==> config.mk <==
export PLATFORM = sky130hd
export DESIGN_NAME = ini_section_key_value_tokenizer
export DESIGN_NICKNAME = d
export VERILOG_FILES = /design/src/rtl/core/iskvt_pkg.sv /design/src/rtl/core/ini_section_key_value_tokenizer.sv /design/src/rtl/core/iskvt_in_stage.sv /design/src/rtl/core/iskvt_parser.sv /design/src/rtl/core/iskvt_out_stage.sv
export SDC_FILE = /design/constraint.sdc
export NUM_CORES = 1
export LEC_CHECK = 0
export BUFFER_PORTS_ARGS = -buffer_cell sky130_fd_sc_hd__buf_2
export CAP_MARGIN = 25
export CORE_AREA = 2 2 93 95
export CTS_BUF_LIST = sky130_fd_sc_hd__clkbuf_4 sky130_fd_sc_hd__clkbuf_8 sky130_fd_sc_hd__clkbuf_16
export CTS_CLUSTER_DIAMETER = 150
export DETAILED_ROUTE_END_ITERATION = 10
export DIE_AREA = 0 0 95 97
export PLACE_DENSITY = 0.8
export SYNTH_ARGS = -nofsm -noshare
export SYNTH_HDL_FRONTEND = slang
export SYNTH_SLANG_ARGS = --single-unit
==> constraint.sdc <==
create_clock -name clk_i -period 11.2 [get_ports clk_i]
set_input_delay 1.12 -clock clk_i [delete_from_list [all_inputs] [get_ports clk_i]]
set_output_delay 1.12 -clock clk_i [all_outputs]
set_load 0.03 [all_outputs]
==> src/rtl/core/iskvt_pkg.sv <==
// Shared types and constants of the INI section/key/value tokenizer.
// No dependencies; imported by every module of the block.
`timescale 1ns / 1ps
`default_nettype none

package iskvt_pkg;

  localparam int unsigned LINE_FIELD_W  = 24;
  localparam int unsigned SPACE_FIELD_W = 8;
  localparam logic [LINE_FIELD_W-1:0]  LINE_FIELD_MAX  = '1;
  localparam logic [SPACE_FIELD_W-1:0] SPACE_FIELD_MAX = '1;

  localparam logic [7:0] CH_LBRACKET = 8'h5B;
  localparam logic [7:0] CH_RBRACKET = 8'h5D;
  localparam logic [7:0] CH_EQUALS   = 8'h3D;
  localparam logic [7:0] CH_SPACE    = 8'h20;
  localparam logic [7:0] CH_NEWLINE  = 8'h0A;

  typedef enum logic [2:0] {
    TOK_HDR_CHAR = 3'd0,
    TOK_HDR_END  = 3'd1,
    TOK_KEY_CHAR = 3'd2,
    TOK_VAL_CHAR = 3'd3,
    TOK_PROP_END = 3'd4,
    TOK_ERROR    = 3'd5
  } tok_kind_e;

  typedef enum logic [1:0] {
    ERR_BAD_HEADER  = 2'd0,
    ERR_HEADER_JUNK = 2'd1,
    ERR_BAD_LINE    = 2'd2
  } err_code_e;

  // One input request as held in the input register.
  typedef struct packed {
    logic [7:0] data;
    logic       flush;
  } in_item_t;

  // One result token.
  typedef struct packed {
    tok_kind_e                kind;
    logic [7:0]               ch;
    logic                     first;
    logic [SPACE_FIELD_W-1:0] spaces;
    err_code_e                err;
    logic [LINE_FIELD_W-1:0]  line;
  } token_t;

endpackage

`default_nettype wire

==> src/rtl/core/ini_section_key_value_tokenizer.sv <==
// INI section/key/value tokenizer, top level.
// Usage:
//   Input channel: one text byte per request on in_byte_i, with flush_i marking
//   end of file. A request is taken at a rising edge with in_valid_i high and
//   in_stall_o low. A flush request counts as the closing newline and then
//   returns the parser to its reset state.
//   Output channel: zero or one token per request (header/key/value chars,
//   header end, property end, numbered error with its line number). A token is
//   taken at an edge with out_valid_o high and out_stall_i low.
//   Path: a request is registered, decoded by one pass of the state machine,
//   and its token is loaded into the result register when the request drains.
//   Throughput: one request per cycle while out_stall_i stays low; the parser
//   state updates as each request drains, so back-to-back bytes need no bubbles.
//   Stall: while the result register holds a token that the receiver stalls,
//   the held request waits in the input register, whether or not it yields a
//   token, and in_stall_o rises.
//   Reset: rst_ni clears both registers' valid flags and puts the parser at
//   header start, line 1, with no held-back spaces.
// Depends on iskvt_pkg, iskvt_in_stage, iskvt_parser and iskvt_out_stage.
`timescale 1ns / 1ps
`default_nettype none

module ini_section_key_value_tokenizer #(
  parameter int unsigned LINE_BITS  = 24,
  parameter int unsigned SPACE_BITS = 8
) (
  input  logic        clk_i,
  input  logic        rst_ni,
  input  logic        in_valid_i,
  output logic        in_stall_o,
  input  logic [7:0]  in_byte_i,
  input  logic        flush_i,
  output logic        out_valid_o,
  input  logic        out_stall_i,
  output logic [2:0]  token_kind_o,
  output logic [7:0]  char_out_o,
  output logic        first_of_token_o,
  output logic [7:0]  space_run_o,
  output logic [1:0]  error_code_o,
  output logic [23:0] line_number_o
);
  import iskvt_pkg::*;

  in_item_t in_item, held_item;
  logic     held_valid;
  logic     consume;
  logic     emit;
  token_t   token, out_token;

  assign in_item.data  = in_byte_i;
  assign in_item.flush = flush_i;

  // Drain the held request whenever the result register is free or being taken;
  // requests that yield no token drain the same way, keeping order intact.
  assign consume = held_valid & (~out_valid_o | ~out_stall_i);

  iskvt_in_stage u_in (
    .clk_i    (clk_i),
    .rst_ni   (rst_ni),
    .valid_i  (in_valid_i),
    .stall_o  (in_stall_o),
    .item_i   (in_item),
    .consume_i(consume),
    .valid_o  (held_valid),
    .item_o   (held_item)
  );

  iskvt_parser #(
    .LINE_BITS (LINE_BITS),
    .SPACE_BITS(SPACE_BITS)
  ) u_parser (
    .clk_i    (clk_i),
    .rst_ni   (rst_ni),
    .consume_i(consume),
    .item_i   (held_item),
    .emit_o   (emit),
    .token_o  (token)
  );

  // Load a token only when the drained request produced one.
  iskvt_out_stage u_out (
    .clk_i  (clk_i),
    .rst_ni (rst_ni),
    .load_i (consume & emit),
    .token_i(token),
    .stall_i(out_stall_i),
    .valid_o(out_valid_o),
    .token_o(out_token)
  );

  assign token_kind_o     = out_token.kind;
  assign char_out_o       = out_token.ch;
  assign first_of_token_o = out_token.first;
  assign space_run_o      = out_token.spaces;
  assign error_code_o     = out_token.err;
  assign line_number_o    = out_token.line;

endmodule

`default_nettype wire

==> src/rtl/core/iskvt_in_stage.sv <==
// Input register of the tokenizer: holds one request until the parser consumes it.
// Depends on iskvt_pkg.
`timescale 1ns / 1ps
`default_nettype none

module iskvt_in_stage (
  input  logic              clk_i,
  input  logic              rst_ni,
  input  logic              valid_i,
  output logic              stall_o,
  input  iskvt_pkg::in_item_t item_i,
  input  logic              consume_i,
  output logic              valid_o,
  output iskvt_pkg::in_item_t item_o
);
  import iskvt_pkg::*;

  logic     valid_q, valid_d;
  in_item_t item_q;
  logic     accept;

  // Stall only while a held request is not drained this cycle.
  assign stall_o = valid_q & ~consume_i;
  assign accept  = valid_i & ~stall_o;

  always_comb begin
    valid_d = valid_q;
    if (accept) begin
      valid_d = 1'b1;
    end else if (consume_i) begin
      valid_d = 1'b0;
    end
  end

  always_ff @(posedge clk_i or negedge rst_ni) begin
    if (!rst_ni) begin
      valid_q <= 1'b0;
    end else begin
      valid_q <= valid_d;
    end
  end

  always_ff @(posedge clk_i) begin
    if (accept) begin
      item_q <= item_i;
    end
  end

  assign valid_o = valid_q;
  assign item_o  = item_q;

endmodule

`default_nettype wire

==> src/rtl/core/iskvt_parser.sv <==
// Parse state machine: state, line counter and pending-space count, plus token decode.
// Depends on iskvt_pkg.
`timescale 1ns / 1ps
`default_nettype none

module iskvt_parser #(
  parameter int unsigned LINE_BITS  = 24,
  parameter int unsigned SPACE_BITS = 8
) (
  input  logic                clk_i,
  input  logic                rst_ni,
  input  logic                consume_i,
  input  iskvt_pkg::in_item_t item_i,
  output logic                emit_o,
  output iskvt_pkg::token_t   token_o
);
  import iskvt_pkg::*;

  localparam logic [3:0] ST_HDR_START     = 4'd0;
  localparam logic [3:0] ST_BAD_HDR_START = 4'd1;
  localparam logic [3:0] ST_IN_HDR        = 4'd2;
  localparam logic [3:0] ST_AFTER_HDR     = 4'd3;
  localparam logic [3:0] ST_JUNK_HDR      = 4'd4;
  localparam logic [3:0] ST_LINE_START    = 4'd5;
  localparam logic [3:0] ST_IN_KEY        = 4'd6;
  localparam logic [3:0] ST_WAIT_EQ       = 4'd7;
  localparam logic [3:0] ST_BAD_LINE      = 4'd8;
  localparam logic [3:0] ST_WAIT_VAL      = 4'd9;
  localparam logic [3:0] ST_IN_VAL        = 4'd10;

  localparam int unsigned LW = (LINE_BITS > LINE_FIELD_W) ? LINE_BITS : LINE_FIELD_W;
  localparam int unsigned SW = (SPACE_BITS > SPACE_FIELD_W) ? SPACE_BITS : SPACE_FIELD_W;

  logic [3:0]            state_q, state_d;
  logic [LINE_BITS-1:0]  line_q, line_d;
  logic [SPACE_BITS-1:0] pend_q, pend_d;
  logic                  started_q, started_d;

  logic [7:0]  ch;
  logic        nl, sp;
  logic [LW-1:0] line_ext;
  logic [SW-1:0] pend_ext;
  logic [LINE_FIELD_W-1:0]  line_clamp;
  logic [SPACE_FIELD_W-1:0] pend_clamp;

  // A flush request is decoded as a newline.
  assign ch = item_i.flush ? CH_NEWLINE : item_i.data;
  assign nl = (ch == CH_NEWLINE);
  assign sp = (ch == CH_SPACE);

  assign line_ext   = LW'(line_q);
  assign pend_ext   = SW'(pend_q);
  assign line_clamp = (line_ext > LW'(LINE_FIELD_MAX)) ? LINE_FIELD_MAX
                                                       : line_ext[LINE_FIELD_W-1:0];
  assign pend_clamp = (pend_ext > SW'(SPACE_FIELD_MAX)) ? SPACE_FIELD_MAX
                                                        : pend_ext[SPACE_FIELD_W-1:0];

  always_comb begin
    state_d        = state_q;
    line_d         = line_q;
    pend_d         = pend_q;
    started_d      = started_q;
    emit_o         = 1'b0;
    token_o        = '0;
    token_o.kind   = TOK_HDR_CHAR;
    token_o.err    = ERR_BAD_HEADER;
    token_o.line   = line_clamp;

    unique case (state_q)
      ST_BAD_HDR_START: begin
        if (nl) state_d = ST_HDR_START;
      end
      ST_IN_HDR: begin
        emit_o = 1'b1;
        if (nl) begin
          token_o.kind = TOK_ERROR;
          token_o.err  = ERR_BAD_HEADER;
          state_d      = ST_LINE_START;
        end else if (ch == CH_RBRACKET) begin
          token_o.kind = TOK_HDR_END;
          state_d      = ST_AFTER_HDR;
        end else begin
          token_o.kind  = TOK_HDR_CHAR;
          token_o.ch    = ch;
          token_o.first = ~started_q;
          started_d     = 1'b1;
        end
      end
      ST_AFTER_HDR: begin
        if (nl) begin
          state_d = ST_LINE_START;
        end else if (!sp) begin
          emit_o       = 1'b1;
          token_o.kind = TOK_ERROR;
          token_o.err  = ERR_HEADER_JUNK;
          state_d      = ST_JUNK_HDR;
        end
      end
      ST_JUNK_HDR, ST_BAD_LINE: begin
        if (nl) state_d = ST_LINE_START;
      end
      ST_LINE_START: begin
        if (ch == CH_LBRACKET) begin
          state_d   = ST_IN_HDR;
          started_d = 1'b0;
        end else if (!sp && !nl) begin
          emit_o        = 1'b1;
          token_o.kind  = TOK_KEY_CHAR;
          token_o.ch    = ch;
          token_o.first = 1'b1;
          state_d       = ST_IN_KEY;
        end
      end
      ST_IN_KEY: begin
        if (sp) begin
          state_d = ST_WAIT_EQ;
        end else if (ch == CH_EQUALS) begin
          state_d = ST_WAIT_VAL;
        end else if (nl) begin
          emit_o       = 1'b1;
          token_o.kind = TOK_ERROR;
          token_o.err  = ERR_BAD_LINE;
          state_d      = ST_LINE_START;
        end else begin
          emit_o       = 1'b1;
          token_o.kind = TOK_KEY_CHAR;
          token_o.ch   = ch;
        end
      end
      ST_WAIT_EQ: begin
        if (ch == CH_EQUALS) begin
          state_d = ST_WAIT_VAL;
        end else if (nl) begin
          emit_o       = 1'b1;
          token_o.kind = TOK_ERROR;
          token_o.err  = ERR_BAD_LINE;
          state_d      = ST_LINE_START;
        end else if (!sp) begin
          emit_o       = 1'b1;
          token_o.kind = TOK_ERROR;
          token_o.err  = ERR_BAD_LINE;
          state_d      = ST_BAD_LINE;
        end
      end
      ST_WAIT_VAL: begin
        if (nl) begin
          emit_o       = 1'b1;
          token_o.kind = TOK_PROP_END;
          state_d      = ST_LINE_START;
        end else if (!sp) begin
          emit_o        = 1'b1;
          token_o.kind  = TOK_VAL_CHAR;
          token_o.ch    = ch;
          token_o.first = 1'b1;
          pend_d        = '0;
          state_d       = ST_IN_VAL;
        end
      end
      ST_IN_VAL: begin
        if (nl) begin
          emit_o       = 1'b1;
          token_o.kind = TOK_PROP_END;
          pend_d       = '0;
          state_d      = ST_LINE_START;
        end else if (sp) begin
          // Hold back inner spaces; drop them once the count saturates.
          if (!(&pend_q)) pend_d = pend_q + SPACE_BITS'(1);
        end else begin
          emit_o         = 1'b1;
          token_o.kind   = TOK_VAL_CHAR;
          token_o.ch     = ch;
          token_o.spaces = pend_clamp;
          pend_d         = '0;
        end
      end
      default: begin
        // Header start, and any unused code.
        if (ch == CH_LBRACKET) begin
          state_d   = ST_IN_HDR;
          started_d = 1'b0;
        end else if (!sp && !nl) begin
          emit_o       = 1'b1;
          token_o.kind = TOK_ERROR;
          token_o.err  = ERR_BAD_HEADER;
          state_d      = ST_BAD_HDR_START;
        end else begin
          state_d = ST_HDR_START;
        end
      end
    endcase

    if (item_i.flush) begin
      state_d   = ST_HDR_START;
      line_d    = LINE_BITS'(1);
      pend_d    = '0;
      started_d = 1'b0;
    end else if (nl && !(&line_q)) begin
      line_d = line_q + LINE_BITS'(1);
    end
  end

  always_ff @(posedge clk_i or negedge rst_ni) begin
    if (!rst_ni) begin
      state_q   <= ST_HDR_START;
      line_q    <= LINE_BITS'(1);
      pend_q    <= '0;
      started_q <= 1'b0;
    end else if (consume_i) begin
      state_q   <= state_d;
      line_q    <= line_d;
      pend_q    <= pend_d;
      started_q <= started_d;
    end
  end

endmodule

`default_nettype wire

==> src/rtl/core/iskvt_out_stage.sv <==
// Result register of the tokenizer: holds one token until the receiver takes it.
// Depends on iskvt_pkg.
`timescale 1ns / 1ps
`default_nettype none

module iskvt_out_stage (
  input  logic              clk_i,
  input  logic              rst_ni,
  input  logic              load_i,
  input  iskvt_pkg::token_t token_i,
  input  logic              stall_i,
  output logic              valid_o,
  output iskvt_pkg::token_t token_o
);
  import iskvt_pkg::*;

  logic   valid_q, valid_d;
  token_t token_q;

  always_comb begin
    valid_d = valid_q;
    if (load_i) begin
      valid_d = 1'b1;
    end else if (!stall_i) begin
      valid_d = 1'b0;
    end
  end

  always_ff @(posedge clk_i or negedge rst_ni) begin
    if (!rst_ni) begin
      valid_q <= 1'b0;
    end else begin
      valid_q <= valid_d;
    end
  end

  always_ff @(posedge clk_i) begin
    if (load_i) begin
      token_q <= token_i;
    end
  end

  assign valid_o = valid_q;
  assign token_o = token_q;

endmodule

`default_nettype wire

### After elaboration in Yosys (flattened, before gate mapping)

Cells that the tools add are included.

* register bits after elaboration: 94
* output and inout port bits: 48
* logic and storage cells: 159

* add/sub/neg operators: 2
* magnitude comparators: 2
* eq/ne operators: 28
* multiplexer cells: 82
* bitwise logic cells: 11
* reductions and logical operators: 20

Operator list (count)
* $mux 8: 10
* $mux 4: 17
* $mux 24: 2
* $mux 11: 4
* $pmux 8 s5: 1
* $pmux 4 s8: 1
* $mux 3: 10
* $mux 9: 3
* $add 24x1->24 const B: 1
* $gt 24x24->1 const B: 1
* $pmux 3 s8: 1
* $reduce_and 24->1: 1
* $mux 1: 19
* $eq 4x3->1 const B: 4
* $eq 8x6->1 const B: 2
* $eq 8x7->1 const B: 2
* $pmux 8 s2: 1
* $mux 2: 7
* $eq 4x4->1 const B: 3
* $mux 12: 1
* $ne 3x3->1 const B: 4
* $mux 10: 1
* $ne 5x4->1 const B: 2
* $reduce_and 5->1: 2
* 26 further kinds: 45

### Logic depth before layout (Yosys ltp)

Gate-level depths: netlist (run 1).

* word-level depth: 9
* gate-level depth with buffers: 8
* depth with buffers taken out: 7

### Hierarchy

A second synthesis (run 1) with hierarchy kept.

* cell total of the unflattened synthesis: 453
* area, all modules: 4907.2 sq um

By module, submodules not included
* iskvt_parser: instances 1, cells an instance 389, area each 3148.0 sq um, seq. area each 927.1 sq um
* iskvt_out_stage: instances 1, cells an instance 48, area each 1413.9 sq um, seq. area each 1406.3 sq um
* iskvt_in_stage: instances 1, cells an instance 14, area each 327.8 sq um, seq. area each 295.3 sq um
* ini_section_key_value_tokenizer: instances 1, cells an instance 2, area each 17.5 sq um, seq. area each 0.0 sq um

### Worst setup path before layout (run 1)

OpenSTA, ideal clock, no wires.

* kind: reg2reg
* start: reg u_in.item_q (netlist bit u_in.item_o[2])
* end: reg u_out.token_q (netlist bit u_out.token_o[0]) (enable)
* arrival: 4.771 ns
* required time: 10.694 ns
* setup slack: 5.923 ns
* stages on the path, launching flop included: 8
* period minus slack after synthesis: 5.277 ns
* cells stage by stage: edfxtp_1 -> and3b_2 -> o211a_1 -> or2_0 -> clkbuf_1 -> mux2i_1 -> a311oi_1 -> nor3_1

* word-level cells in the longest chain between the ends: 8

Ends and longest elaborated chain
* start: declaration: line iskvt_in_stage.sv:19 `in_item_t item_q;`
* start signal: assignment: line iskvt_in_stage.sv:45 `item_q <= item_i;`
* $mux 8 (*): line iskvt_parser.sv:47 `assign ch = item_i.flush ? CH_NEWLINE : item_i.data;`
* $eq 8x6->1 or $eq 8x4->1 (tied branches): line iskvt_parser.sv:49, iskvt_parser.sv:48
* $logic_not 1->1, on equally long branches
* $logic_and 1x1->1: line iskvt_parser.sv:106, iskvt_parser.sv:181
* $mux 1: line iskvt_parser.sv:106, iskvt_parser.sv:181
* $mux 1: line iskvt_parser.sv:103 `if (ch == CH_LBRACKET) begin`
* $pmux 1 s6 (*): line iskvt_parser.sv:69 `unique case (state_q)`
* $and 1x1->1 (*): line ini_section_key_value_tokenizer.sv:84 `.load_i (consume & emit),`
* net u_out.load_i: line iskvt_out_stage.sv:9 `input logic load_i,`
* end signal: assignment: line iskvt_out_stage.sv:39 `token_q <= token_i;`
* end: declaration: line iskvt_out_stage.sv:18 `token_t token_q;`

Mark *: on every way through the listed nets, which the timed path passes. The rest lies on a longest branch.
A chain may end at the register's enable or synchronous reset.

### Final worst setup path (run 1)

* start: reg u_in.item_q (netlist bit u_in.item_o[0])
* end: reg u_out.token_q (netlist bit u_out.token_o[25]) (enable)

The elaborated chain is that of the path after synthesis.

==> results.py, run 1 <==
metrics = {
    "placed_design": {
        "place.detailed.hpwl_um": 7060,
        "dp_cells": 571,
        "detailed_place.area_um2": 4990,
        "dp_worst_setup_slack_ps": 8100,
        "port-buffer-count": 60,
        "routabilityCongestion": 0.976,
    },
    "worst_setup_path": {
        "r2r.worst_path.cells": 7,
        "critical_path_peak_fanout": 46,
        "critical_path.reg2reg.startpoint": "u_in.item_o[0]$_DFFE_PP_",
        "criticalPathCategory": "register to register",
        "regToRegEndpoint": "u_out.token_o[25]$_DFFE_PP_",
        "crit_path_required_time_ps": 11250,
        "worstPathArrival_ps": 3090,
        "reg2reg_slack_ps": 8160,
        "critPathCaptureType": "register",
        "critical_path.startpoint": "u_in.item_o[0]$_DFFE_PP_",
        "worst_setup_path_start_kind": "register",
    },
    "timing": {
        "timing.final.setup_violations": 0,
        "grt_setup_unrepaired": "no",
        "finalHoldViolCount": 0,
        "maxClockFrequency_mhz": 329,
        "timing_max_transition_violations_final": 0,
        "worst_slew_pin_slew_ps": 882,
        "fin_clk_skew_ps": 8.73,
        "share_of_the_clock_period_used_by_the_worst_path": 0.271,
        "tns_ps": 0,
        "fin_crit_ps": 3040,
        "setup_ws_ps": 8160,
        "max-slew-margin-rel": 0.412,
        "hold_ws_ps": 516,
    },
    "global_route": {
        "met3_usage": 0.0382,
        "grt.met1_usage": 0.335,
        "gr-total-overflow": 0,
        "grt.busiest_layer": "met2",
        "gr-usage-met2": 0.359,
        "grt_use_total": 0.235,
        "initial_antenna_violation_count": 0,
        "maximum_number_of_pins_on_one_net_before_global_route_repair": 47,
        "grt_first_pass_wirelength_um": 16900,
        "grt_pass1_vias": 3356,
    },
    "status": {
        "outcome": "finished clean",
    },
    "route": {
        "initial_drt_pass_iterations": 7,
        "antenna_violating_nets_post_route": 0,
        "drt-wirelength-per-cell_um": 17.2,
        "vias": 3590,
        "drcViolationCount": 0,
        "routed_wirelength_um": 10100,
        "route.detailed.vias_per_inst": 6.11,
        "initial_detailed_routing_violation_count": 380,
    },
    "layout": {
        "num-nets-final": 493,
        "syn_to_final_growth_pct": 10.6,
        "final_cell_area_um2": 5190,
        "antenna-diode-count": 0,
        "final-seq-area_um2": 2630,
        "finish.cell_count_without_fillers": 588,
        "final_cell_mix": "sky130_fd_sc_hd__buf_2, sky130_fd_sc_hd__edfxtp_1, sky130_fd_sc_hd__nor2_1",
        "multiInputGateArea_um2": 1870,
        "drive_above_1_share": 0.203,
        "nFillCells": 653,
        "layout_commonest_cell": "sky130_fd_sc_hd__buf_2",
    },
    "synth": {
        "synth_async_sr_flop_share": 0.415,
        "post_synthesis_sequential_area_ratio": 0.561,
        "synth_edf_count": 55,
        "number_of_distinct_library_cell_variants_in_the_gate_level_netlist_after_synthesis": 69,
        "syn-mean-instance-area_um2": 10.6,
        "synthTopCellsByArea": "sky130_fd_sc_hd__edfxtp_1, sky130_fd_sc_hd__dfrtp_1, sky130_fd_sc_hd__nor2_1",
        "synth_cells": 444,
        "synthFlopType": "sky130_fd_sc_hd__edfxtp_1",
        "synth_largest_type_area_fraction": 0.352,
        "total_number_of_yosys_warnings": 0,
        "synth.ff_latch_count": 94,
        "post_synth_instance_area_um2": 4690,
        "post-synth-top-area-cell": "sky130_fd_sc_hd__edfxtp_1",
        "syn-num-nets": 459,
    },
    "power": {
        "peakVddDrop_uv": 111,
        "powerDensity_nw_per_um2": 203,
        "p_leak_nw": 2.00,
    },
    "clocking": {
        "cts_max_level": 3,
        "maximum_number_of_buffers_from_clock_root_to_sink": 2,
        "postCtsHoldBufs": 0,
        "worst_skew_pair_latency_ps": 360,
        "cts-root-buf": "sky130_fd_sc_hd__clkbuf_8",
        "clkTransAtPathRegs_ps": 90,
        "clkSinkCount": 94,
        "cts_tree": "built",
        "postCtsSetupRepairBufs": 0,
        "cts-buffers-inserted": 9,
        "cts-resized-gates": 0,
    },
    "hold_path": {
        "holdPathEnd": "u_parser.started_q$_DFFE_PN0P_",
        "hold_class": "register to register",
        "holdCritStartpoint": "u_parser.started_q$_DFFE_PN0P_",
        "worstHoldPathCells": 1,
    },
    "flow_run": {
        "maxCapViolCount": 0,
    },
    "floorplan": {
        "floorplan.initialDensity": 0.576,
        "design.core.area_um2": 8130,
        "die_width_um": 95,
        "io-pin-count": 61,
        "fp.dieH_um": 97,
        "fp.dieArea_um2": 9220,
        "floorplan.rows": 33,
    },
}
-- state kept, by name, indices dropped and copies added, names as in the netlist --
| register | count |
|---|---|
| u_out.token_o | 46 |
| u_parser.line_ext | 24 |
| u_in.item_o | 9 |
| u_parser.pend_ext | 8 |
| u_parser.state_q | 4 |
| u_in.valid_o | 1 |
| u_out.valid_o | 1 |
| u_parser.started_q | 1 |
-- final cells by class --
type                       count  share of cell area
clock buffer                   9              0.0239
clock inverter                 7              0.0133
inverter                       9             0.00651
multi-input combinational    300               0.361
sequential                    94               0.507
tap                          105              0.0253
timing repair buffer          64              0.0632
-- critical path, stage by stage (launching register included) --
cell	delay (ps)
sky130_fd_sc_hd__edfxtp_1	660
sky130_fd_sc_hd__nor4b_1	390
sky130_fd_sc_hd__o211a_1	260
sky130_fd_sc_hd__or2_0	420
sky130_fd_sc_hd__mux2i_1	140
sky130_fd_sc_hd__a311oi_1	410
sky130_fd_sc_hd__nor3_2	90
sky130_fd_sc_hd__buf_4	330
-- layer usage --
| metal | part of all wire | up-vias |
|---|---|---|
| li1 | - | 1694 |
| met1 | 0.44 | 1699 |
| met2 | 0.47 | 160 |
| met3 | 0.060 | 37 |
| met4 | 0.033 | 0 |
| met5 | 0 | - |
-- cells by family after synthesis --
kind of cell,synth area share
adder cells (fa/ha/maj),0.00534
multiplexers,0.00427
AND/OR/NAND/NOR,0.217
AO/OA/AOI/OAI,0.136
XOR/XNOR,0.0355
buffers and inverters,0.0414
flip-flops,0.561
-- cell usage after synthesis (all sizes together) (3+ instances only) --
cell type	instances
nor4b	3
dfrtp	38
and2	11
xor2	13
or3	10
nor2b	8
a2111oi	3
or2	3
or4	4
o21ai	21
a31oi	7
xnor2	6
o21a	6
clkbuf	35
nor3	23
a21oi	16
a21boi	3
o211ai	6
buf	6
nand2	24
and3	3
a22o	3
nand2b	5
a211oi	4
nor2	47
edfxtp	55
nor4	4
o2111ai	3
inv	9
o31ai	5
nand4	10
nand3	20
-- per-stage QoR --
stage | total power, mW | util
final | 1.05 | 0.638
after global routing | 1.11 | 0.638
after CTS | 1.06 | 0.637
after detailed placement | 0.842 | 0.613
after global placement | 0.838 | 0.613
after floorplan | 0.751 | -
-- how the worst max path moves through the flow --
stage,endpoint,slack [ps],depth (start not counted)
after floorplan,u_out.token_o[0]$_SDFFCE_PN1P_,5920,7
after global placement,u_parser.pend_ext[3]$_DFFE_PN0P_,8240,7
after detailed placement,u_parser.pend_ext[3]$_DFFE_PN0P_,8100,7
after CTS,u_out.token_o[25]$_DFFE_PP_,8190,7
after global routing,u_out.token_o[33]$_SDFFCE_PP0P_,7820,7
final,u_out.token_o[25]$_DFFE_PP_,8160,7
-- power by group --
part	internal, mW	leakage, nW	switching [mW]	total (mW)
Combinational	0.0950	0.837	0.241	0.336
Clock	0.0864	0.0964	0.129	0.215
Sequential	0.451	1.06	0.0507	0.502
Total	0.633	2.00	0.421	1.05
Power figures use the tool's default switching activity.
==> inputs of run 2 (changes only) <==
--- a/config.mk
+++ b/config.mk
@@ -7,12 +7,12 @@
 export LEC_CHECK = 0
 export BUFFER_PORTS_ARGS = -buffer_cell sky130_fd_sc_hd__buf_2
 export CAP_MARGIN = 25
-export CORE_AREA = 2 2 93 95
+export CORE_AREA = 2 2 98 100
 export CTS_BUF_LIST = sky130_fd_sc_hd__clkbuf_4 sky130_fd_sc_hd__clkbuf_8 sky130_fd_sc_hd__clkbuf_16
 export CTS_CLUSTER_DIAMETER = 150
 export DETAILED_ROUTE_END_ITERATION = 10
-export DIE_AREA = 0 0 95 97
-export PLACE_DENSITY = 0.8
+export DIE_AREA = 0 0 100 102
+export PLACE_DENSITY = 0.76
 export SYNTH_ARGS = -nofsm -noshare
 export SYNTH_HDL_FRONTEND = slang
 export SYNTH_SLANG_ARGS = --single-unit
==> constraint.sdc (replaced) <==
create_clock -name clk_i -period 2.5 [get_ports clk_i]
set_input_delay 0.25 -clock clk_i [delete_from_list [all_inputs] [get_ports clk_i]]
set_output_delay 0.25 -clock clk_i [all_outputs]
set_load 0.03 [all_outputs]
==> results.py, run 2 (synthesis results as in run 1) <==
metrics = {
    "global_route": {
        "grt_pass1_vias": 3403,
        "gr-total-overflow": 0,
        "maximum_number_of_pins_on_one_net_before_global_route_repair": 40,
        "grt_use_total": 0.214,
        "grt_first_pass_wirelength_um": 16900,
        "initial_antenna_violation_count": 0,
    },
    "placed_design": {
        "place.detailed.hpwl_um": 7600,
        "dp_cells": 610,
        "dp_worst_setup_slack_ps": 21.1,
        "port-buffer-count": 60,
        "routabilityCongestion": 0.966,
    },
    "worst_setup_path": {
        "path_common_cell": "sky130_fd_sc_hd__buf_4",
        "critical_path.top_delay_family": "simple AND/OR/NAND/NOR gates",
        "critical_path.startpoint": "u_in.item_o[6]$_DFFE_PP_",
        "slowest_cp_cell": "sky130_fd_sc_hd__edfxtp_1",
        "r2r.worst_path.cells": 8,
        "crit_path_required_time_ps": 2560,
        "regToRegEndpoint": "u_out.token_o[29]$_SDFFCE_PP0P_",
        "reg2reg_slack_ps": 90,
        "critPathCaptureType": "register",
        "worst_setup_path_start_kind": "register",
        "critical_path_peak_fanout": 25,
        "criticalPathCategory": "register to register",
        "critical_path.reg2reg.startpoint": "u_in.item_o[6]$_DFFE_PP_",
        "cp_num_buf_inv": 3,
        "worstPathArrival_ps": 2480,
        "slowest_delay_ps": 460,
        "cp_cell_sequence": "and3b_2 -> o211a_1 -> buf_4 -> nor2_1 -> a21oi_1 -> buf_4 -> nor3_4 -> buf_12",
    },
    "timing": {
        "setup_ws_ps": 88.6,
        "timing_max_transition_violations_final": 0,
        "hold_ws_ps": -10.7,
        "tns_ps": 0,
        "maxClockFrequency_mhz": 415,
        "fin_crit_ps": 2410,
        "fin_clk_skew_ps": 14.8,
        "finalHoldViolCount": 13,
        "timing.final.setup_violations": 0,
        "max-slew-margin-rel": 0.416,
        "share_of_the_clock_period_used_by_the_worst_path": 0.965,
        "worst_slew_pin_slew_ps": 875,
    },
    "floorplan": {
        "design.core.area_um2": 9110,
        "die_width_um": 100,
        "io-pin-count": 61,
        "fp.dieH_um": 102,
        "floorplan.initialDensity": 0.515,
        "fp.dieArea_um2": 10200,
        "floorplan.rows": 35,
    },
    "layout": {
        "final_cell_mix": "sky130_fd_sc_hd__buf_2, sky130_fd_sc_hd__edfxtp_1, sky130_fd_sc_hd__nor2_1",
        "antenna-diode-count": 0,
        "final-seq-area_um2": 2630,
        "num-nets-final": 531,
        "layout_commonest_cell": "sky130_fd_sc_hd__buf_2",
        "finish.cell_count_without_fillers": 632,
        "drive_above_1_share": 0.269,
        "multiInputGateArea_um2": 1900,
        "flip_flop_count_of_the_largest_register_after_layout": 46,
        "syn_to_final_growth_pct": 19.2,
        "nFillCells": 777,
    },
    "clocking": {
        "cts_tree": "built",
        "cts-root-buf": "sky130_fd_sc_hd__clkbuf_8",
        "clkTransAtPathRegs_ps": 90,
        "maximum_number_of_buffers_from_clock_root_to_sink": 2,
        "clkSinkCount": 94,
        "cts-buffers-inserted": 9,
        "worst_skew_pair_latency_ps": 370,
        "cts_max_level": 3,
    },
    "route": {
        "drcViolationCount": 0,
        "antenna_violating_nets_post_route": 0,
        "initial_detailed_routing_violation_count": 236,
        "route.detailed.vias_per_inst": 5.87,
        "initial_drt_pass_iterations": 5,
        "drt-wirelength-per-cell_um": 16.9,
        "routed_wirelength_um": 10700,
        "vias": 3710,
    },
    "flow_run": {
        "maxCapViolCount": 0,
    },
    "power": {
        "p_leak_nw": 2.23,
        "powerDensity_nw_per_um2": 935,
        "peakVddDrop_uv": 560,
        "design_power_total_mw": 5.23,
    },
    "status": {
        "violations_in_the_final_reports": "negative hold slack",
        "outcome": "finished with violations",
    },
    "hold_path": {
        "hold_class": "primary input to asynchronous set/reset pin",
    },
}
## run 2: cell types whose count changed in the layout (fill, tap and decap cells not counted), sizes merged
cell      delta
inv          -1
clkinv       -2
clkbuf       +1
clkinvlp     -1
buf         +38
bufinv       +3
## run 2: per-layer routing
metal | global-route usage | vias to the layer above | part of all wire
met5 | 0 | - | 0
met4 | 0.0790 | 0 | 0.022
met3 | 0.0410 | 21 | 0.052
met2 | 0.336 | 123 | 0.47
met1 | 0.300 | 1792 | 0.46
li1 | - | 1774 | -
## run 2: power breakdown
part           leakage, nW  switching [mW]  internal (mW)
combinational         1.04            1.23          0.608
sequential            1.06           0.137           2.02
clock                0.125           0.548          0.685
## run 2: worst register-to-register path: cells and delay by family, from the launching register on
kind | cells | cell delay, ps
flops | 1 | 460
simple gates | 3 | 750
buf+inv | 3 | 550
compound gates | 2 | 330
## run 2: repair_timing
item,4_1_cts,5_1_grt
endpoints found under the setup margin,0,51
buffers inserted,0,6
hold buffers,0,0
gates resized for setup,0,3
## run 2: metrics by stage
step | instance area [um2] | utilization
6_report | 5590 | 0.614
5_1_grt | 5590 | 0.614
4_1_cts | 5530 | 0.607
3_5_place_dp | 5280 | 0.580
3_3_place_gp | 5280 | 0.580
2_1_floorplan | 4710 | -
## run 2: area by class of cell
class                   instances  share of cell area
multi-input cells             300               0.340
flip-flops and latches         94               0.470
clock buffers                  10              0.0235
repair buffers                102               0.115
inverters                       9             0.00604
well taps                     111              0.0248
clock inverters                 6              0.0208
## run 2: worst max path at each step
| stage | slack, ps | cells after the start | end |
|---|---|---|---|
| after floorplan | -690 | 7 | u_out.token_o[0]$_SDFFCE_PN1P_ |
| after global placement | 140 | 6 | u_parser.line_ext[14]$_DFFE_PN0P_ |
| after detailed placement | 20 | 6 | u_parser.line_ext[14]$_DFFE_PN0P_ |
| after CTS | 10 | 6 | u_parser.line_ext[14]$_DFFE_PN0P_ |
| after global routing | -10 | 7 | u_out.token_o[33]$_SDFFCE_PP0P_ |
| final | 90 | 8 | u_out.token_o[29]$_SDFFCE_PP0P_ |
